File: src/kqsb_pkg.sv
// Shared types and constants for the shared-buffer multi-queue block.
package kqsb_pkg;

    localparam int DATA_W = 32;
    localparam int SEL_W  = 3;

    typedef enum logic
    {
        MODE_ENQ = 1'b0,
        MODE_DEQ = 1'b1
    } mode_t;

    typedef enum logic [1:0]
    {
        ST_OK        = 2'd0,
        ST_OVERFLOW  = 2'd1,
        ST_UNDERFLOW = 2'd2
    } status_t;

    typedef struct packed
    {
        status_t             status;
        logic [DATA_W-1:0]   value;
    } result_t;

endpackage

File: src/kqsb_ram.sv
// Generic single-write, single-read RAM with registered read data.
module kqsb_ram #(
    parameter int WIDTH = 32,
    parameter int DEPTH = 64
) (
    input  logic                                  clk,
    input  logic                                  we,
    input  logic [(DEPTH > 1 ? $clog2(DEPTH) : 1)-1:0] waddr,
    input  logic [WIDTH-1:0]                      wdata,
    input  logic                                  re,
    input  logic [(DEPTH > 1 ? $clog2(DEPTH) : 1)-1:0] raddr,
    output logic [WIDTH-1:0]                      rdata
);

    logic [WIDTH-1:0] mem [DEPTH];
    logic [WIDTH-1:0] rdata_reg;

    always_ff @(posedge clk)
    begin
        if (we)
        begin
            mem[waddr] <= wdata;
        end
        if (re)
        begin
            rdata_reg <= mem[raddr];
        end
    end

    assign rdata = rdata_reg;

endmodule

File: src/kqsb_engine.sv
// Queue controller: pointer bookkeeping over the queue, link and data RAMs.
module kqsb_engine #(
    parameter int ENTRIES = 64,
    parameter int QUEUES  = 8,
    localparam int PW = $clog2(ENTRIES + 1),
    localparam int AW = $clog2(ENTRIES),
    localparam int QW = (QUEUES > 1) ? $clog2(QUEUES) : 1
) (
    input  logic                         clk,
    input  logic                         rst_n,
    // item in
    input  logic                         in_valid,
    output logic                         in_ready,
    input  kqsb_pkg::mode_t              in_mode,
    input  logic [kqsb_pkg::SEL_W-1:0]   in_queue_sel,
    input  logic [kqsb_pkg::DATA_W-1:0]  in_value,
    // result out
    output logic                         res_valid,
    input  logic                         res_ready,
    output kqsb_pkg::result_t            res,
    // queue RAM: {head, tail}
    output logic                         qram_we,
    output logic [QW-1:0]                qram_waddr,
    output logic [2*PW-1:0]              qram_wdata,
    output logic                         qram_re,
    output logic [QW-1:0]                qram_raddr,
    input  logic [2*PW-1:0]              qram_rdata,
    // link RAM
    output logic                         link_we,
    output logic [AW-1:0]                link_waddr,
    output logic [PW-1:0]                link_wdata,
    output logic                         link_re,
    output logic [AW-1:0]                link_raddr,
    input  logic [PW-1:0]                link_rdata,
    // data RAM
    output logic                         data_we,
    output logic [AW-1:0]                data_waddr,
    output logic [kqsb_pkg::DATA_W-1:0]  data_wdata,
    output logic                         data_re,
    output logic [AW-1:0]                data_raddr,
    input  logic [kqsb_pkg::DATA_W-1:0]  data_rdata
);

    localparam int QN = 1 << QW;
    localparam logic [PW-1:0] PTR_NULL = PW'(ENTRIES);

    typedef enum logic [1:0]
    {
        S_IDLE,
        S_LINK,
        S_WB
    } state_t;

    state_t                        state_reg, state_next;
    kqsb_pkg::mode_t               mode_reg, mode_next;
    logic [kqsb_pkg::SEL_W-1:0]    q_reg, q_next;
    logic [kqsb_pkg::DATA_W-1:0]   val_reg, val_next;
    logic                          range_reg, range_next;
    logic [PW-1:0]                 free_head_reg, free_head_next;
    // entries at or above fresh_reg were never allocated; they form the
    // tail of the free list in index order and their link is index + 1
    logic [PW-1:0]                 fresh_reg, fresh_next;
    logic [QN-1:0]                 qvalid_reg, qvalid_next;

    logic [QW-1:0]  q_idx;
    logic [PW-1:0]  head, tail;
    logic           q_busy;
    logic           enq_ok, deq_ok;
    logic           fresh_hit;
    logic           commit;
    logic           accept;

    assign q_idx     = QW'(q_reg);
    assign head      = qram_rdata[2*PW-1:PW];
    assign tail      = qram_rdata[PW-1:0];
    assign q_busy    = qvalid_reg[q_idx];
    assign enq_ok    = (mode_reg == kqsb_pkg::MODE_ENQ) && range_reg && (free_head_reg != PTR_NULL);
    assign deq_ok    = (mode_reg == kqsb_pkg::MODE_DEQ) && range_reg && q_busy;
    assign fresh_hit = (free_head_reg == fresh_reg);

    assign in_ready  = (state_reg == S_IDLE);
    assign accept    = in_valid && in_ready;
    assign res_valid = (state_reg == S_WB);
    assign commit    = res_valid && res_ready;

    // queue entry is fetched straight off the input transfer
    assign qram_re    = accept;
    assign qram_raddr = QW'(in_queue_sel);

    assign link_re    = (state_reg == S_LINK);
    assign link_raddr = (mode_reg == kqsb_pkg::MODE_ENQ) ? AW'(free_head_reg) : AW'(head);
    assign data_re    = (state_reg == S_LINK);
    assign data_raddr = AW'(head);

    always_comb
    begin
        state_next     = state_reg;
        mode_next      = mode_reg;
        q_next         = q_reg;
        val_next       = val_reg;
        range_next     = range_reg;
        free_head_next = free_head_reg;
        fresh_next     = fresh_reg;
        qvalid_next    = qvalid_reg;

        qram_we    = 1'b0;
        qram_waddr = q_idx;
        qram_wdata = {head, free_head_reg};
        link_we    = 1'b0;
        link_waddr = AW'(tail);
        link_wdata = free_head_reg;
        data_we    = 1'b0;
        data_waddr = AW'(free_head_reg);
        data_wdata = val_reg;

        res.status = (mode_reg == kqsb_pkg::MODE_ENQ)
                     ? (enq_ok ? kqsb_pkg::ST_OK : kqsb_pkg::ST_OVERFLOW)
                     : (deq_ok ? kqsb_pkg::ST_OK : kqsb_pkg::ST_UNDERFLOW);
        res.value  = deq_ok ? data_rdata : '0;

        case (state_reg)
            S_IDLE:
            begin
                if (accept)
                begin
                    mode_next  = in_mode;
                    q_next     = in_queue_sel;
                    val_next   = in_value;
                    range_next = (32'(in_queue_sel) < QUEUES);
                    state_next = S_LINK;
                end
            end
            S_LINK:
            begin
                state_next = S_WB;
            end
            S_WB:
            begin
                if (commit)
                begin
                    state_next = S_IDLE;
                    if (enq_ok)
                    begin
                        // append after the tail; the new tail's link is left stale,
                        // a dequeue detects the last entry by head == tail
                        link_we        = q_busy;
                        link_waddr     = AW'(tail);
                        link_wdata     = free_head_reg;
                        qram_we        = 1'b1;
                        qram_wdata     = {(q_busy ? head : free_head_reg), free_head_reg};
                        data_we        = 1'b1;
                        qvalid_next[q_idx] = 1'b1;
                        free_head_next = fresh_hit ? (free_head_reg + PW'(1)) : link_rdata;
                        if (fresh_hit)
                        begin
                            fresh_next = fresh_reg + PW'(1);
                        end
                    end
                    else if (deq_ok)
                    begin
                        link_we        = 1'b1;
                        link_waddr     = AW'(head);
                        link_wdata     = free_head_reg;
                        qram_we        = 1'b1;
                        qram_wdata     = {link_rdata, tail};
                        qvalid_next[q_idx] = (head != tail);
                        free_head_next = head;
                    end
                end
            end
            default:
            begin
                state_next = S_IDLE;
            end
        endcase
    end

    always_ff @(posedge clk or negedge rst_n)
    begin
        if (!rst_n)
        begin
            state_reg     <= S_IDLE;
            mode_reg      <= kqsb_pkg::MODE_ENQ;
            q_reg         <= '0;
            val_reg       <= '0;
            range_reg     <= 1'b0;
            free_head_reg <= '0;
            fresh_reg     <= '0;
            qvalid_reg    <= '0;
        end
        else
        begin
            state_reg     <= state_next;
            mode_reg      <= mode_next;
            q_reg         <= q_next;
            val_reg       <= val_next;
            range_reg     <= range_next;
            free_head_reg <= free_head_next;
            fresh_reg     <= fresh_next;
            qvalid_reg    <= qvalid_next;
        end
    end

    a_free_head_bound: assert property (@(posedge clk) disable iff (!rst_n)
        (free_head_reg == PTR_NULL) || (free_head_reg <= fresh_reg))
        else $error("free head points into never-allocated region");

    a_fresh_bound: assert property (@(posedge clk) disable iff (!rst_n)
        fresh_reg <= PTR_NULL)
        else $error("fresh count beyond entry count");

    a_accept_seq: assert property (@(posedge clk) disable iff (!rst_n)
        accept |=> (state_reg == S_LINK) && $stable(free_head_reg))
        else $error("accepted transfer did not start the link fetch");

    a_stall_hold: assert property (@(posedge clk) disable iff (!rst_n)
        (res_valid && !res_ready) |=> res_valid && $stable(free_head_reg) && $stable(qvalid_reg))
        else $error("state changed while result stalled");

endmodule

File: src/k_queues_shared_buffer.sv
// Several FIFO queues sharing one entry store through linked lists and a free list.
// Items are taken one at a time, a new one only after the last is written back.
// Each goes through a queue RAM read, a link/data RAM read and a write-back into the
// output register on m_*; the write-back waits while it is full and not being taken.
// Reset: asynchronous, active low; all queues empty, free list holds every entry in order.
// No clearing pass: unallocated entries are tracked by a fill count.
module k_queues_shared_buffer #(
    parameter int ENTRIES = 64,
    parameter int QUEUES  = 8
) (
    input  logic        clk,
    input  logic        rst_n,
    input  logic        s_tvalid,
    output logic        s_tready,
    input  logic [39:0] s_tdata,   // [2:0] queue_sel, [34:3] value_in, [39:35] zero
    input  logic        s_tuser,   // [0] mode
    output logic        m_tvalid,
    input  logic        m_tready,
    output logic [31:0] m_tdata,   // [31:0] value_out
    output logic [1:0]  m_tuser    // [1:0] status
);

    localparam int PW = $clog2(ENTRIES + 1);
    localparam int AW = $clog2(ENTRIES);
    localparam int QW = (QUEUES > 1) ? $clog2(QUEUES) : 1;

    logic                         res_valid, res_ready;
    kqsb_pkg::result_t            res;
    logic                         out_valid_reg, out_valid_next;
    kqsb_pkg::result_t            out_res_reg, out_res_next;

    logic                         qram_we, qram_re;
    logic [QW-1:0]                qram_waddr, qram_raddr;
    logic [2*PW-1:0]              qram_wdata, qram_rdata;
    logic                         link_we, link_re;
    logic [AW-1:0]                link_waddr, link_raddr;
    logic [PW-1:0]                link_wdata, link_rdata;
    logic                         data_we, data_re;
    logic [AW-1:0]                data_waddr, data_raddr;
    logic [kqsb_pkg::DATA_W-1:0]  data_wdata, data_rdata;

    kqsb_engine #(
        .ENTRIES (ENTRIES),
        .QUEUES  (QUEUES)
    ) u_engine (
        .clk          (clk),
        .rst_n        (rst_n),
        .in_valid     (s_tvalid),
        .in_ready     (s_tready),
        .in_mode      (kqsb_pkg::mode_t'(s_tuser)),
        .in_queue_sel (s_tdata[2:0]),
        .in_value     (s_tdata[34:3]),
        .res_valid    (res_valid),
        .res_ready    (res_ready),
        .res          (res),
        .qram_we      (qram_we),
        .qram_waddr   (qram_waddr),
        .qram_wdata   (qram_wdata),
        .qram_re      (qram_re),
        .qram_raddr   (qram_raddr),
        .qram_rdata   (qram_rdata),
        .link_we      (link_we),
        .link_waddr   (link_waddr),
        .link_wdata   (link_wdata),
        .link_re      (link_re),
        .link_raddr   (link_raddr),
        .link_rdata   (link_rdata),
        .data_we      (data_we),
        .data_waddr   (data_waddr),
        .data_wdata   (data_wdata),
        .data_re      (data_re),
        .data_raddr   (data_raddr),
        .data_rdata   (data_rdata)
    );

    kqsb_ram #(.WIDTH(2*PW), .DEPTH(QUEUES)) u_qram (
        .clk   (clk),
        .we    (qram_we),
        .waddr (qram_waddr),
        .wdata (qram_wdata),
        .re    (qram_re),
        .raddr (qram_raddr),
        .rdata (qram_rdata)
    );

    kqsb_ram #(.WIDTH(PW), .DEPTH(ENTRIES)) u_link_ram (
        .clk   (clk),
        .we    (link_we),
        .waddr (link_waddr),
        .wdata (link_wdata),
        .re    (link_re),
        .raddr (link_raddr),
        .rdata (link_rdata)
    );

    kqsb_ram #(.WIDTH(kqsb_pkg::DATA_W), .DEPTH(ENTRIES)) u_data_ram (
        .clk   (clk),
        .we    (data_we),
        .waddr (data_waddr),
        .wdata (data_wdata),
        .re    (data_re),
        .raddr (data_raddr),
        .rdata (data_rdata)
    );

    // output register: load when empty or draining this cycle
    assign res_ready = !out_valid_reg || m_tready;

    always_comb
    begin
        out_valid_next = out_valid_reg;
        out_res_next   = out_res_reg;
        if (res_valid && res_ready)
        begin
            out_valid_next = 1'b1;
            out_res_next   = res;
        end
        else if (m_tready)
        begin
            out_valid_next = 1'b0;
        end
    end

    always_ff @(posedge clk or negedge rst_n)
    begin
        if (!rst_n)
        begin
            out_valid_reg <= 1'b0;
            out_res_reg   <= '0;
        end
        else
        begin
            out_valid_reg <= out_valid_next;
            out_res_reg   <= out_res_next;
        end
    end

    assign m_tvalid = out_valid_reg;
    assign m_tdata  = out_res_reg.value;
    assign m_tuser  = out_res_reg.status;

endmodule

File: config.mk
export PLATFORM = sky130hd
export DESIGN_NAME = k_queues_shared_buffer
export DESIGN_NICKNAME = d
export VERILOG_FILES = /design/src/kqsb_pkg.sv /design/src/kqsb_ram.sv /design/src/kqsb_engine.sv /design/src/k_queues_shared_buffer.sv
export SDC_FILE = /design/constraint.sdc
export NUM_CORES = 2
export LEC_CHECK = 0
export BUFFER_PORTS_ARGS = -buffer_cell sky130_fd_sc_hd__clkbuf_2
export CAP_MARGIN = 40
export CELL_PAD_IN_SITES_DETAIL_PLACEMENT = 0
export CELL_PAD_IN_SITES_GLOBAL_PLACEMENT = 1
export CORE_MARGIN = 5
export CORE_UTILIZATION = 56
export CTS_CLUSTER_SIZE = 10
export DETAILED_ROUTE_END_ITERATION = 10
export GPL_TIMING_DRIVEN = 0
export PLACE_DENSITY = 0.82
export SLEW_MARGIN = 25
export SYNTH_ARGS = -nofsm -noshare
export SYNTH_HDL_FRONTEND = slang
export SYNTH_SLANG_ARGS = --single-unit
File: constraint.sdc
create_clock -name clk -period 7.5 [get_ports clk]
set_input_delay 0.375 -clock clk [delete_from_list [all_inputs] [get_ports clk]]
set_output_delay 0.375 -clock clk [all_outputs]
set_load 0.02 [all_outputs]
==> qor.yml <==
global_route:
  grt_overflow: 0
  grt_pass1_wl_mm: 484.9
  grt_pass1_vias: 61920
  antenna_found_initial: 10
  grt_start_max_net_pins: 69
  grt_usage_pct: 34.51
cells_and_area:
  layout.cells.non_filler: 8704
  fin_util_pct: 66.08
  drive_gt1_share_pct: 28.39
  nets: 6083
  multiInputGateArea_um2: 24640
  register_area_um2: 82390
  largest_register_ffs: 2048
  largest_register: "u_data_ram.mem"
  n_fill_cell: 11760
  top_regs: "u_data_ram.mem: 2048 flops, u_link_ram.mem: 448 flops, u_qram.mem: 112 flops"
  areaGrowthSynthToFinish_pct: 17.63
power:
  peakVddDrop_mv: 0.2718
  power_leakage_nw: 40.71
  power_density_nw_per_um2: 345.8
setup_path:
  cpLargestDelayFamily: "buffers and inverters"
  reg2reg_from: "u_engine.free_head_reg[0]"
  crit_top_cell: "buf_2"
  r2r-end: "u_qram.mem[6][3]"
  r2r_setup_slack_ns: 1.24
  cp_slowest_cell: "buf_1"
  critPathRequiredTime_ns: 8.18
  crit_path_cell_trace: "buf_2, inv_1, buf_2, buf_1, buf_1, ha_1, nor4bb_1, a211o_1, clkbuf_1, nor2_1, buf_2, nor2_1, clkbuf_1, nor3_2, buf_4, buf_4"
  rr_worst_depth: 16
  cp.depth: 16
  critPathKind: "register to register"
  end_kind: "register"
  cp-start-kind: "register"
  cp.arrival_ns: 6.94
  crit_path_max_fanout: 29
  crit_buf_inv: 10
  cpPeakStageDelay_ns: 0.76
flow_run:
  drv_cap: 0
sta:
  layout_setup_ws_ns: 1.239
  tightest_slew_ns: 0.9600
  clock.fmax_mhz: 159.7
  rsz0062_at_grt: "no"
  hold_slack_ns: 0.2178
  slew_violations: 0
  relSlewSlack_pct: 36.00
  setup_viol: 0
  min_period_over_period_pct: 83.47
  hold_violations: 0
  fin_setup_tns_ns: 0
  fin_skew_ns: 0.04432
  min_period_ns: 6.261
placed_design:
  place_congestion: 0.9509
  portBuffers: 72
  placed_cells: 8149
  dp_slack_ns: 1.547
  place_hpwl_mm: 222.8
route:
  post_drt_wl_per_cell_um: 40.09
  drt_pass1_iterations: 8
  drtAntennaViolNets: 0
  vias_per_cell: 7.208
  first_iter_violations: 10960
  vias: 62740
  wirelength_mm: 348.9
  route.detailed.drc: 0
clock_tree:
  h-tree-depth: 5
  cts_tree: "done"
  clk_path_buf_depth: 4
  numCtsBuffers: 328
  root_buffer: "clkbuf_16"
  cts_sinks: 2757
  cts_setup_buffers: 0
  insertion_delay_ns: 0.94
  clk_pin_slew_worst_paths_ns: 0.06
die:
  rows: 161
  die_y_um: 449.1
  die-area_um2: 201700
  start_util_pct: 56.18
  ios: 81
  core_area_um2: 192200
  die_x_um: 449.1
synth:
  synth_edf_count: 2661
  ys_warn_count: 0
  yosys-top-cells-count: "2661 x edfxtp_1, 681 x mux4_2, 269 x nor2_1"
  async_reset_ff_share_pct: 3.482
  ys_seq_area_share_pct: 76.24
  ys.flop_type: "edfxtp_1"
  synth_cells: 5287
  synth.distinct_cells: 70
  yosys-top-cells-area: "edfxtp_1 74%, mux4_2 14%, dfrtp_1 2.2%"
  yosysMostFrequentCell: "edfxtp_1"
  avgSynthCellArea_um2: 20.42
  syn-cell-area_um2: 108000
  yosys.area.top_type: "edfxtp_1"
  syn-num-nets: 5335
  synth-seq-cells: 2757
  yosysTopAreaCellShare_pct: 74.01
hold_path:
  min_to: "u_engine.state_reg[0]"
  hold_path_depth: 3
  min_from: "s_tvalid"
  min_path_type: "input pin to register"
outcome:
  status: "completed"
## kinds of logic (layout without fill, tap and decap cells)
kind of cell               count (synthesis)  in the layout  synth area share, %
DFF                                     2757           2757                76.24
muxes                                    752            752                14.93
and+or+nand+nor                          709            709                2.845
AOI/OAI and AO/OA                        680            680                4.272
buffers and inverters                    361           1241                1.475
xor gates and xnor gates                  25             25               0.2028
adders and majority gates                  3              3              0.03477
other                                      0             11                    0
## where the power goes
group / switching (mW) / total [mW] / internal [mW] / leakage, nW
sequential: 1.08 / 20.3 / 19.2 / 25.1
combinational: 6.60 / 9.56 / 2.96 / 11.3
clock: 5.88 / 14.0 / 8.15 / 4.34
## what timing repair did
| action | 4_1_cts | 5_1_grt |
|---|---|---|
| hold buffers | 39 | 0 |
| hold endpoints to repair | 135 | 0 |
| resized for setup | 0 | 0 |
## stage by stage
step	area, µm²	total power [mW]
2_1_floorplan	108000	24.84
3_3_place_gp	111500	28.73
3_5_place_dp	117100	29.56
4_1_cts	126500	43.50
5_1_grt	127000	44.94
6_report	127000	43.91
## layout make-up
class,instances,share of cell area [%]
clock inverter,13,0.1113
buffer,325,1.166
sequential,2757,64.88
inverter,36,0.1064
antenna,11,0.02168
timing repair buffer,418,4.869
clock buffer,449,6.955
tap,2526,2.489
multi-input combinational,2169,19.40
## layer usage
layer	up-vias	track usage [%]	part of all wire, %	wire, µm
met4	6	22.34	8.3	29040
met3	1372	9.640	13	45570
li1	23450	-	-	-
met5	-	0	0.010	35
met2	6033	52.59	46	159700
met1	31880	44.18	33	114600
## worst max path at each step
stage / start / end / slack, ns
4_1_cts: u_engine.free_head_reg[0] / u_qram.mem[6][13] / 1.47
5_1_grt: u_engine.free_head_reg[0] / u_qram.mem[6][13] / 1.12
6_report: u_engine.free_head_reg[0] / u_qram.mem[6][3] / 1.24
2_1_floorplan: u_engine.free_head_reg[0] / u_data_ram.mem[60][0] / 2.16
3_5_place_dp: u_engine.free_head_reg[0] / u_qram.mem[6][1] / 1.55
3_3_place_gp: u_engine.free_head_reg[0] / u_data_ram.mem[47][5] / -2.27
## tightest hold or removal path: cells and delay by family
family | cells | cell delay [ns]
buf+inv | 2 | 0.62
simple gates | 1 | 0.10
## cells in the final DEF, fill, tap and decap left out, types with 15 or more instances in the layout
cell type and instances:
buf_12 58, o22ai_1 23, o21ai_0 125, o41ai_1 17, dfrtp_2 25, mux4_2 681, a21o_1 15, nand3_1 57
dfrtp_1 57, a211o_1 34, a31oi_1 28, buf_6 71, nor2_1 199, nor2_4 64, o21bai_1 30, buf_4 63
a211oi_1 94, mux2_2 57, a21oi_1 146, inv_1 32, a221oi_1 21, edfxtp_1 2661, a22oi_1 26, buf_1 47
o221ai_1 16, nor3_1 36, clkbuf_2 80, buf_16 105, dlygate4sd3_1 38, buf_2 134, nand2b_1 26, nand2_1 240
nor2b_1 26, clkbuf_1 243, clkbuf_16 336
(Power assumes the default switching activity.)
